==> src/sv/stdf_pkg.sv <==
// ----------------------------------------------------------------------------
// stdf_pkg
// Shared types and constants for the sample triplet decimal formatter.
// ----------------------------------------------------------------------------
package stdf_pkg;

   // width of the scaled place value; 8 * 1000 fits in 13 bits
   localparam int MULT_W = 13;

   localparam logic [7:0] CHAR_ZERO  = 8'h30;
   localparam logic [7:0] CHAR_COMMA = 8'h2C;
   localparam logic [7:0] CHAR_SPACE = 8'h20;
   localparam logic [7:0] CHAR_CR    = 8'h0D;
   localparam logic [7:0] CHAR_LF    = 8'h0A;

   // index of the last sample in a set
   localparam logic [1:0] LAST_SEL = 2'd2;

   typedef enum logic [4:0] {
      ST_IDLE = 5'b00001,
      ST_CALC = 5'b00010,
      ST_PUT  = 5'b00100,
      ST_SEP1 = 5'b01000,
      ST_SEP2 = 5'b10000
   } state_type;

   // place value (1000, 100, 10, 1 for place 3..0) times 2**step
   function automatic logic [MULT_W-1:0] place_mult(input logic [1:0] place,
                                                    input logic [1:0] step);
      logic [MULT_W-1:0] base;
      unique case (place)
         2'd3: base = MULT_W'(1000);
         2'd2: base = MULT_W'(100);
         2'd1: base = MULT_W'(10);
         2'd0: base = MULT_W'(1);
         default: base = '0;
      endcase
      return base << step;
   endfunction

endpackage

==> src/sv/sample_triplet_decimal_formatter.sv <==
// ----------------------------------------------------------------------------
// sample_triplet_decimal_formatter
// Formats three converter samples as the ASCII line "a, b, c" CR LF.
// ----------------------------------------------------------------------------
// One request transaction carries a potentiometer, a light sensor and a
// thermistor sample. The block answers with one response transaction per
// character of the line "a, b, c\r\n": each value in decimal without leading
// zeros (zero prints as a single '0'), comma and space between values, and
// rsp_last high on the closing LF. Digits come from one shared
// compare-and-subtract unit that tests the remainder against 8x, 4x, 2x and
// 1x the current place value (1000, 100, 10, 1) in ST_CALC, one multiple at
// a time, after which ST_PUT hands any digit that prints to the output register.
// Each sample then ends with its two separator characters from ST_SEP1 and
// ST_SEP2. While the response side stalls, ST_SEP1, ST_SEP2 and ST_PUT with a
// digit to print wait until the output register is free again.
// req_stall stays high from acceptance until the LF has been loaded into the
// output register, after which the next set is taken while LF still waits.
// ----------------------------------------------------------------------------
module sample_triplet_decimal_formatter #(
   parameter int SAMPLE_BITS = 10
) (
   input  logic                   clock,
   input  logic                   reset,
   input  logic                   req_valid,
   output logic                   req_stall,
   input  logic [SAMPLE_BITS-1:0] req_pot_sample,
   input  logic [SAMPLE_BITS-1:0] req_light_sample,
   input  logic [SAMPLE_BITS-1:0] req_thermistor_sample,
   output logic                   rsp_valid,
   input  logic                   rsp_stall,
   output logic [7:0]             rsp_char_out,
   output logic                   rsp_last
);
   import stdf_pkg::*;

   // sequencer
   state_type state_ff, state_in;

   // captured samples; entry 0 is loaded straight into the remainder
   logic [SAMPLE_BITS-1:0] samples_ff [0:2];
   logic [SAMPLE_BITS-1:0] samples_in [0:2];

   logic [1:0]             sel_ff, sel_in;          // which sample
   logic [SAMPLE_BITS-1:0] val_ff, val_in;          // remainder
   logic [1:0]             place_ff, place_in;      // decimal place 3..0
   logic [1:0]             step_ff, step_in;        // multiple 8,4,2,1
   logic [3:0]             digit_ff, digit_in;
   logic                   started_ff, started_in;  // nonzero digit seen

   // output register
   logic       rsp_valid_ff, rsp_valid_in;
   logic [7:0] rsp_char_ff, rsp_char_in;
   logic       rsp_last_ff, rsp_last_in;

   // shared compare-and-subtract unit
   logic [MULT_W-1:0] mult;
   logic [MULT_W-1:0] val_ext;
   logic              ge;
   logic [MULT_W-1:0] diff;

   logic out_free;
   logic accept;
   logic emit;
   logic last_sample;

   assign mult    = place_mult(place_ff, step_ff);
   assign val_ext = MULT_W'(val_ff);
   assign ge      = val_ext >= mult;
   assign diff    = val_ext - mult;

   assign out_free    = !rsp_valid_ff || !rsp_stall;
   assign accept      = req_valid && (state_ff == ST_IDLE);
   assign last_sample = (sel_ff == LAST_SEL);
   // leading zeros are dropped, but the units place always prints
   assign emit        = (digit_ff != 4'd0) || started_ff || (place_ff == 2'd0);

   assign req_stall    = (state_ff != ST_IDLE);
   assign rsp_valid    = rsp_valid_ff;
   assign rsp_char_out = rsp_char_ff;
   assign rsp_last     = rsp_last_ff;

   always_comb begin
      state_in     = state_ff;
      samples_in   = samples_ff;
      sel_in       = sel_ff;
      val_in       = val_ff;
      place_in     = place_ff;
      step_in      = step_ff;
      digit_in     = digit_ff;
      started_in   = started_ff;
      rsp_valid_in = rsp_valid_ff && rsp_stall;
      rsp_char_in  = rsp_char_ff;
      rsp_last_in  = rsp_last_ff;

      unique case (state_ff)
         ST_IDLE: begin
            if (accept) begin
               samples_in[0] = req_pot_sample;
               samples_in[1] = req_light_sample;
               samples_in[2] = req_thermistor_sample;
               sel_in        = 2'd0;
               val_in        = req_pot_sample;
               place_in      = 2'd3;
               step_in       = 2'd3;
               digit_in      = 4'd0;
               started_in    = 1'b0;
               state_in      = ST_CALC;
            end
         end

         ST_CALC: begin
            if (ge) begin
               val_in   = diff[SAMPLE_BITS-1:0];
               digit_in = digit_ff | (4'd1 << step_ff);
            end
            if (step_ff == 2'd0) begin
               state_in = ST_PUT;
            end else begin
               step_in = step_ff - 2'd1;
            end
         end

         ST_PUT: begin
            if (!emit || out_free) begin
               if (emit) begin
                  rsp_valid_in = 1'b1;
                  rsp_char_in  = CHAR_ZERO + {4'd0, digit_ff};
                  rsp_last_in  = 1'b0;
                  started_in   = 1'b1;
               end
               step_in  = 2'd3;
               digit_in = 4'd0;
               if (place_ff == 2'd0) begin
                  state_in = ST_SEP1;
               end else begin
                  place_in = place_ff - 2'd1;
                  state_in = ST_CALC;
               end
            end
         end

         ST_SEP1: begin
            if (out_free) begin
               rsp_valid_in = 1'b1;
               rsp_char_in  = last_sample ? CHAR_CR : CHAR_COMMA;
               rsp_last_in  = 1'b0;
               state_in     = ST_SEP2;
            end
         end

         ST_SEP2: begin
            if (out_free) begin
               rsp_valid_in = 1'b1;
               rsp_char_in  = last_sample ? CHAR_LF : CHAR_SPACE;
               rsp_last_in  = last_sample;
               if (last_sample) begin
                  state_in = ST_IDLE;
               end else begin
                  sel_in     = sel_ff + 2'd1;
                  val_in     = samples_ff[sel_ff + 2'd1];
                  place_in   = 2'd3;
                  step_in    = 2'd3;
                  digit_in   = 4'd0;
                  started_in = 1'b0;
                  state_in   = ST_CALC;
               end
            end
         end

         default: begin
            state_in = ST_IDLE;
         end
      endcase
   end

   always_ff @(posedge clock) begin
      if (reset) begin
         state_ff     <= ST_IDLE;
         rsp_valid_ff <= 1'b0;
      end else begin
         state_ff     <= state_in;
         rsp_valid_ff <= rsp_valid_in;
      end
   end

   always_ff @(posedge clock) begin
      samples_ff  <= samples_in;
      sel_ff      <= sel_in;
      val_ff      <= val_in;
      place_ff    <= place_in;
      step_ff     <= step_in;
      digit_ff    <= digit_in;
      started_ff  <= started_in;
      rsp_char_ff <= rsp_char_in;
      rsp_last_ff <= rsp_last_in;
   end

   // ------------------------------------------------------------------------
   // assertions
   // ------------------------------------------------------------------------

   // end-of-line flag only ever rides on LF
   a_last_is_lf: assert property (@(posedge clock) disable iff (reset)
      rsp_valid_ff && rsp_last_ff |-> rsp_char_ff == CHAR_LF)
      else $error("last flag on a character other than LF");

   // a finished digit is a decimal digit
   a_digit_range: assert property (@(posedge clock) disable iff (reset)
      state_ff == ST_PUT |-> digit_ff <= 4'd9)
      else $error("digit out of range");

   // an accepted set starts digit work in the next cycle
   a_accept_busy: assert property (@(posedge clock) disable iff (reset)
      req_valid && !req_stall |=> state_ff == ST_CALC && sel_ff == 2'd0)
      else $error("accepted set did not start conversion");

   // a stalled response is never overwritten
   a_no_overwrite: assert property (@(posedge clock) disable iff (reset)
      rsp_valid_ff && rsp_stall |=> rsp_valid_ff && $stable(rsp_char_ff))
      else $error("pending character overwritten");

endmodule

==> config.mk <==
export PLATFORM = sky130hd
export DESIGN_NAME = sample_triplet_decimal_formatter
export DESIGN_NICKNAME = d
export VERILOG_FILES = /design/src/sv/stdf_pkg.sv /design/src/sv/sample_triplet_decimal_formatter.sv
export SDC_FILE = /design/constraint.sdc
export NUM_CORES = 1
export LEC_CHECK = 0
export BUFFER_PORTS_ARGS = -buffer_cell sky130_fd_sc_hd__buf_4
export CORE_ASPECT_RATIO = 0.75
export CORE_UTILIZATION = 52
export DETAILED_ROUTE_END_ITERATION = 10
export GPL_TIMING_DRIVEN = 0
export HOLD_SLACK_MARGIN = 0.05
export PLACE_DENSITY = 0.8
export SLEW_MARGIN = 20
export SYNTH_ARGS = -nofsm -noshare
export SYNTH_HDL_FRONTEND = slang
export SYNTH_SLANG_ARGS = --single-unit
==> constraint.sdc <==
create_clock -name clock -period 3.5 [get_ports clock]
set_input_delay 0.35 -clock clock [delete_from_list [all_inputs] [get_ports clock]]
set_output_delay 0.35 -clock clock [all_outputs]
set_load 0.03 [all_outputs]
-- Word level (Yosys, flattened, before mapping)
Cells that the tools add are included.
- $add $sub $neg: 5
- magnitude comparators: 2
- equal/unequal tests: 20
- shifts and indexed selects: 2
- muxes and demuxes: 58
- bitwise gates (word level): 2
- reductions and logical operators: 27
- operators with widths (operator ; count):
    2-to-1 mux 10 bit ; 6
    one-hot mux 13 bit (4 select lines) ; 1
    2-to-1 mux 8 bit ; 4
    one-hot mux 10 bit (3 select lines) ; 1
    2-to-1 mux 5 bit ; 5
    one-hot mux 5 bit (5 select lines) ; 1
    2-to-1 mux 4 bit ; 6
    one-hot mux 8 bit (3 select lines) ; 1
    AND reduction 6 bit ; 4
    2-to-1 mux 2 bit ; 11
    binary-select mux 10 bit (select 2 bit) ; 1
    != test 2 bit (second input constant) ; 10
    one-hot mux 4 bit (4 select lines) ; 1
    AND reduction 5 bit ; 3
    >= comparator 10 x 13 -> 1 bit ; 1
    << shifter 13 x 2 -> 13 bit ; 1
    2-to-1 mux 1 bit ; 12
    2-to-1 mux 6 bit ; 2
    subtractor 10 bit ; 1
    nonzero test 3 bit ; 3
    one-hot mux 2 bit (4 select lines) ; 1
    nonzero test 4 bit ; 2
    adder 6 x 4 -> 7 bit (first input constant) ; 1
    equality test 2 bit (second input constant) ; 3
    25 further kinds ; 34
- register bits: 66
- input bits: 34
- logic and storage cells: 129

-- Depth between registers and ports, before layout
- word-level depth: 8
- gate-level depth with buffers: 12
- depth with buffers taken out: 12

-- Worst setup path before layout
OpenSTA, ideal clock, no wires.
- path type: register to register
- from: register place_ff[1]
- to: register val_ff[0], enable pin
- library setup time: 0.390 ns
- arrival time: 2.966 ns
- slack: 0.144 ns
- stages on the path, launching flop included: 12
- period minus slack after synthesis: 3.356 ns
- path through: edfxtp_1 > inv_1 > ha_1 > nor2b_1 > o21ai_0 > ha_1 > nor2b_1 > nor2_1 > o21ai_1 > a311oi_1 > o211a_1 > nor3_1
- cells in the longest elaborated chain, start to end: 6
- elaborated cells between the ends (all ways): 9
- those cells by class: order compare (1); eq/ne (4); shift (1); mux (1); reduce/logical (2)
- ends and longest elaborated chain (element ; line ; RTL):
    from (decl) ; sample_triplet_decimal_formatter.sv:45 ; logic [1:0] place_ff, place_in;
    from (signal assigned) ; sample_triplet_decimal_formatter.sv:190 ; place_ff <= place_in;
    equality test 2 x 1 -> 1 bit (tied with other cells) ; stdf_pkg.sv:31 ; unique case (place)
    one-hot mux 13 bit (4 select lines) * ; stdf_pkg.sv:31 ;
    << shifter 13 x 2 -> 13 bit * ; stdf_pkg.sv:38 ; return base << step;
    >= comparator 10 x 13 -> 1 bit * ; sample_triplet_decimal_formatter.sv:68 ; assign ge = val_ext >= mult;
    != test 2 bit (no line) * ; -- ;
    AND reduction 5 bit (no line) * ; -- ;
    to (signal assigned) ; sample_triplet_decimal_formatter.sv:189 ; val_ff <= val_in;
    to (decl) ; sample_triplet_decimal_formatter.sv:44 ; logic [SAMPLE_BITS-1:0] val_ff, val_in;
Every way passes the cells marked *; elsewhere a longest branch is shown, timed or not. The select of a mux whose other input is x is not followed.
A chain may end at the register's enable or synchronous reset.

-- Worst setup path in the final report
- from: register place_ff[0]
- to: register val_ff[6], enable pin
Same word-level chain as after synthesis.

==> flow_metrics.tcl <==
set metrics [dict create \
    crit_path_end_kind "flip-flop" \
    die_x_um 97.4 \
    row_count 25 \
    htreeDepth 3 \
    clkTransAtPathRegs_ns 0.08 \
    dp_cells 445 \
    syn_area_per_cell_sq_um 11.1 \
    grt_max_degree 31 \
    postLayoutCellArea_sq_um 4230 \
    min_path_type "input pin to flip-flop" \
    numCtsBuffers 9 \
    drc_errors 0 \
    yosysTopAreaCellShare 0.490 \
    fmax_ghz 0.308 \
    p_per_area_nw_per_um2 831 \
    cts_tree "yes" \
    finalSetupViolations 0 \
    final_common_cell "edfxtp_1" \
    drive_above_1_share 0.228 \
    synth_edf_count 58 \
    comb_power_share 0.468 \
    synth_area_leader_cell "edfxtp_1" \
    antenna_found_initial 0 \
    wl_per_cell_um 15.8 \
    syn2layout_area_growth_pct 19.1 \
    hold_violations 0 \
    gr-max-usage-layer "met2" \
    gp_congestion 0.874 \
    vias_per_cell 5.76 \
    setup.worst_path.start_class "flip-flop" \
    clkPwrFrac 0.175 \
    wirelength_um 7310 \
    synth_area_leaders "edfxtp_1 (49%), ha_1 (7.4%), nor2_1 (4.4%)" \
    fillers 508 \
    crit_arrival_ns 3.35 \
    p_leak_nw 1.72 \
    final_util 0.657 \
    synth_flop_cell "edfxtp_1" \
    synth_cell_types 59 \
    syn_inst 320 \
    worstSetupPathType "flip-flop to flip-flop" \
    clk_latency_ns 0.35 \
    p_sw_mw 1.37 \
    num_antenna_cells 0 \
    cts_buffer_depth 2 \
    finalMaxSlewViolations 0 \
    tightestPinTransition_ns 0.653 \
    root_buffer "clkbuf_8" \
    layout_common_cells "edfxtp_1 (58), buf_4 (47), nor2_1 (41)" \
    run_status "finished clean" \
    vdd_ir_drop_max_v 0.000375 \
    clock_skew_ns 0.0110 \
    met1_usage 0.288 \
    relSlewSlack 0.565 \
    cp_max_fo 10 \
    crit_required_ns 3.61 \
    start_util 0.551 \
    switching_share 0.390 \
    synthArstFlopShare 0 \
    grt_overflow 0 \
    grt_pass1_vias 2396 \
    hold_slack_ns 0.174 \
    grt_pass1_wl_um 11700 \
    p_int_mw 2.15 \
    cap_violations 0 \
    seq_power_share 0.357 \
    postPlaceCellArea_sq_um 4000 \
    grtUsageMet2 0.336 \
    grt_usage 0.216 \
    port_buffers 42 \
    multi_input_area_sq_um 1600 \
    post-dp-hpwl_um 5290 \
    yosysWarnings 0 \
    synth.cell_area_sq_um 3550 \
    final_antenna_net_count 0 \
    fin_crit_ns 3.24 \
    layout.nets 433 \
    ys_seq_area_frac 0.524 \
    boundaryPins 45 \
    setup_tns_ns 0 \
    seq_area_sq_um 1860 \
    die_h_um 73.6 \
    drtIter0Drc 171 \
    route.vias.total 2669 \
    grt_util_met3 0.0618 \
    core-area_sq_um 6440 \
    timing.final.crit_share 0.927 \
    yosys_register_bits 64 \
    first_pass_iters 5 \
    clkSinkCount 64 \
    finalNonFillerCells 463 \
    die_area_sq_um 7170 \
]
registers in the layout, summed over array words and instances (netlist names):
register and count:
rsp_valid 1, started_ff 1, rsp_last 1, sel_ff 2, val_ff 10, step_ff 2
rsp_char_out 6, place_ff 2, digit_ff 4, state_ff 5, samples_ff 30
power by group through the flow:
stage          logic (mW)  clock network [mW]  registers, mW
2_1_floorplan        1.17                   0           1.25
3_3_place_gp         1.48                   0           1.27
3_5_place_dp         1.56                   0           1.27
4_1_cts              1.58               0.624           1.25
5_1_grt              1.81               0.653           1.27
6_report             1.65               0.616           1.25
logic make-up after synthesis:
kind of cell | share of synthesized area
flip-flops | 0.524
adder cells (fa/ha/maj) | 0.0796
AND/OR/NAND/NOR | 0.161
multiplexers | 0.0352
other | 0.00106
AO/OA/AOI/OAI | 0.138
XOR/XNOR | 0.0247
buffers and inverters | 0.0359
layer usage:
| metal | vias up | part of all wire |
|---|---|---|
| met4 | 0 | 0.016 |
| li1 | 1286 | - |
| met2 | 98 | 0.46 |
| met5 | - | 0 |
| met1 | 1273 | 0.45 |
| met3 | 12 | 0.067 |
worst max-delay path, cell delays in order (launching register included):
cell      delay, ns
edfxtp_1       0.45
ha_1           0.22
clkbuf_1       0.21
nand2_1        0.12
a21oi_1        0.08
a311oi_2       0.23
ha_1           0.34
a21o_1         0.20
a21oi_1        0.17
o21ai_2        0.12
a311oi_1       0.31
o211a_1        0.31
nor3_4         0.07
buf_4          0.17
Yosys cell counts, types with 2 or more instances:
| cell | count |
|---|---|
| a21o_1 | 5 |
| a21oi_1 | 31 |
| a311oi_1 | 2 |
| a31oi_1 | 3 |
| and2_1 | 2 |
| and3_1 | 4 |
| and4b_1 | 2 |
| buf_2 | 3 |
| buf_4 | 3 |
| clkbuf_1 | 8 |
| dfxtp_1 | 6 |
| edfxtp_1 | 58 |
| ha_1 | 21 |
| inv_1 | 11 |
| inv_2 | 2 |
| mux2i_1 | 11 |
| nand2_1 | 24 |
| nand3_1 | 4 |
| nand3b_1 | 2 |
| nor2_1 | 42 |
| nor2b_1 | 3 |
| nor3_1 | 5 |
| nor3_4 | 2 |
| o21a_1 | 3 |
| o21ai_0 | 12 |
| o21ai_1 | 5 |
| o221ai_1 | 5 |
| o22ai_1 | 2 |
| xnor2_1 | 6 |
| xor2_1 | 4 |
area by class of cell:
type,count,area share
timing repair buffer,45,0.0828
sequential,64,0.440
clock buffer,10,0.0302
tap,81,0.0240
clock inverter,6,0.0139
inverter,13,0.0115
buffer,15,0.0186
multi-input combinational,229,0.379
through the flow:
step,power (mW),worst slack [ns]
after global placement,2.75,-0.583
after CTS,3.46,0.0171
final,3.52,0.257
after global routing,3.73,-0.0387
after detailed placement,2.83,-0.269
after floorplan,2.43,0.144
path summary, 6_finish.rpt:
kind / endpoint / slack, ns / startpoint / cells past startpoint
worst max register to register: val_ff[6] / 0.26 / place_ff[0] / 13
worst max-delay path: val_ff[6] / 0.26 / place_ff[0] / 13
worst min register to register: sel_ff[0] / 0.59 / sel_ff[0] / 1
worst min-delay path: samples_ff[2] / 0.17 / req_thermistor_sample[2] / 1
timing repair:
| item | 4_1_cts | 5_1_grt |
|---|---|---|
| endpoints found under the setup margin | 10 | 15 |
| resized for setup | 1 | 5 |
| pin swaps | 1 | 1 |
| hold buffers | 0 | 0 |
| buffers inserted | 0 | 2 |
Power figures use the tool's default switching activity.
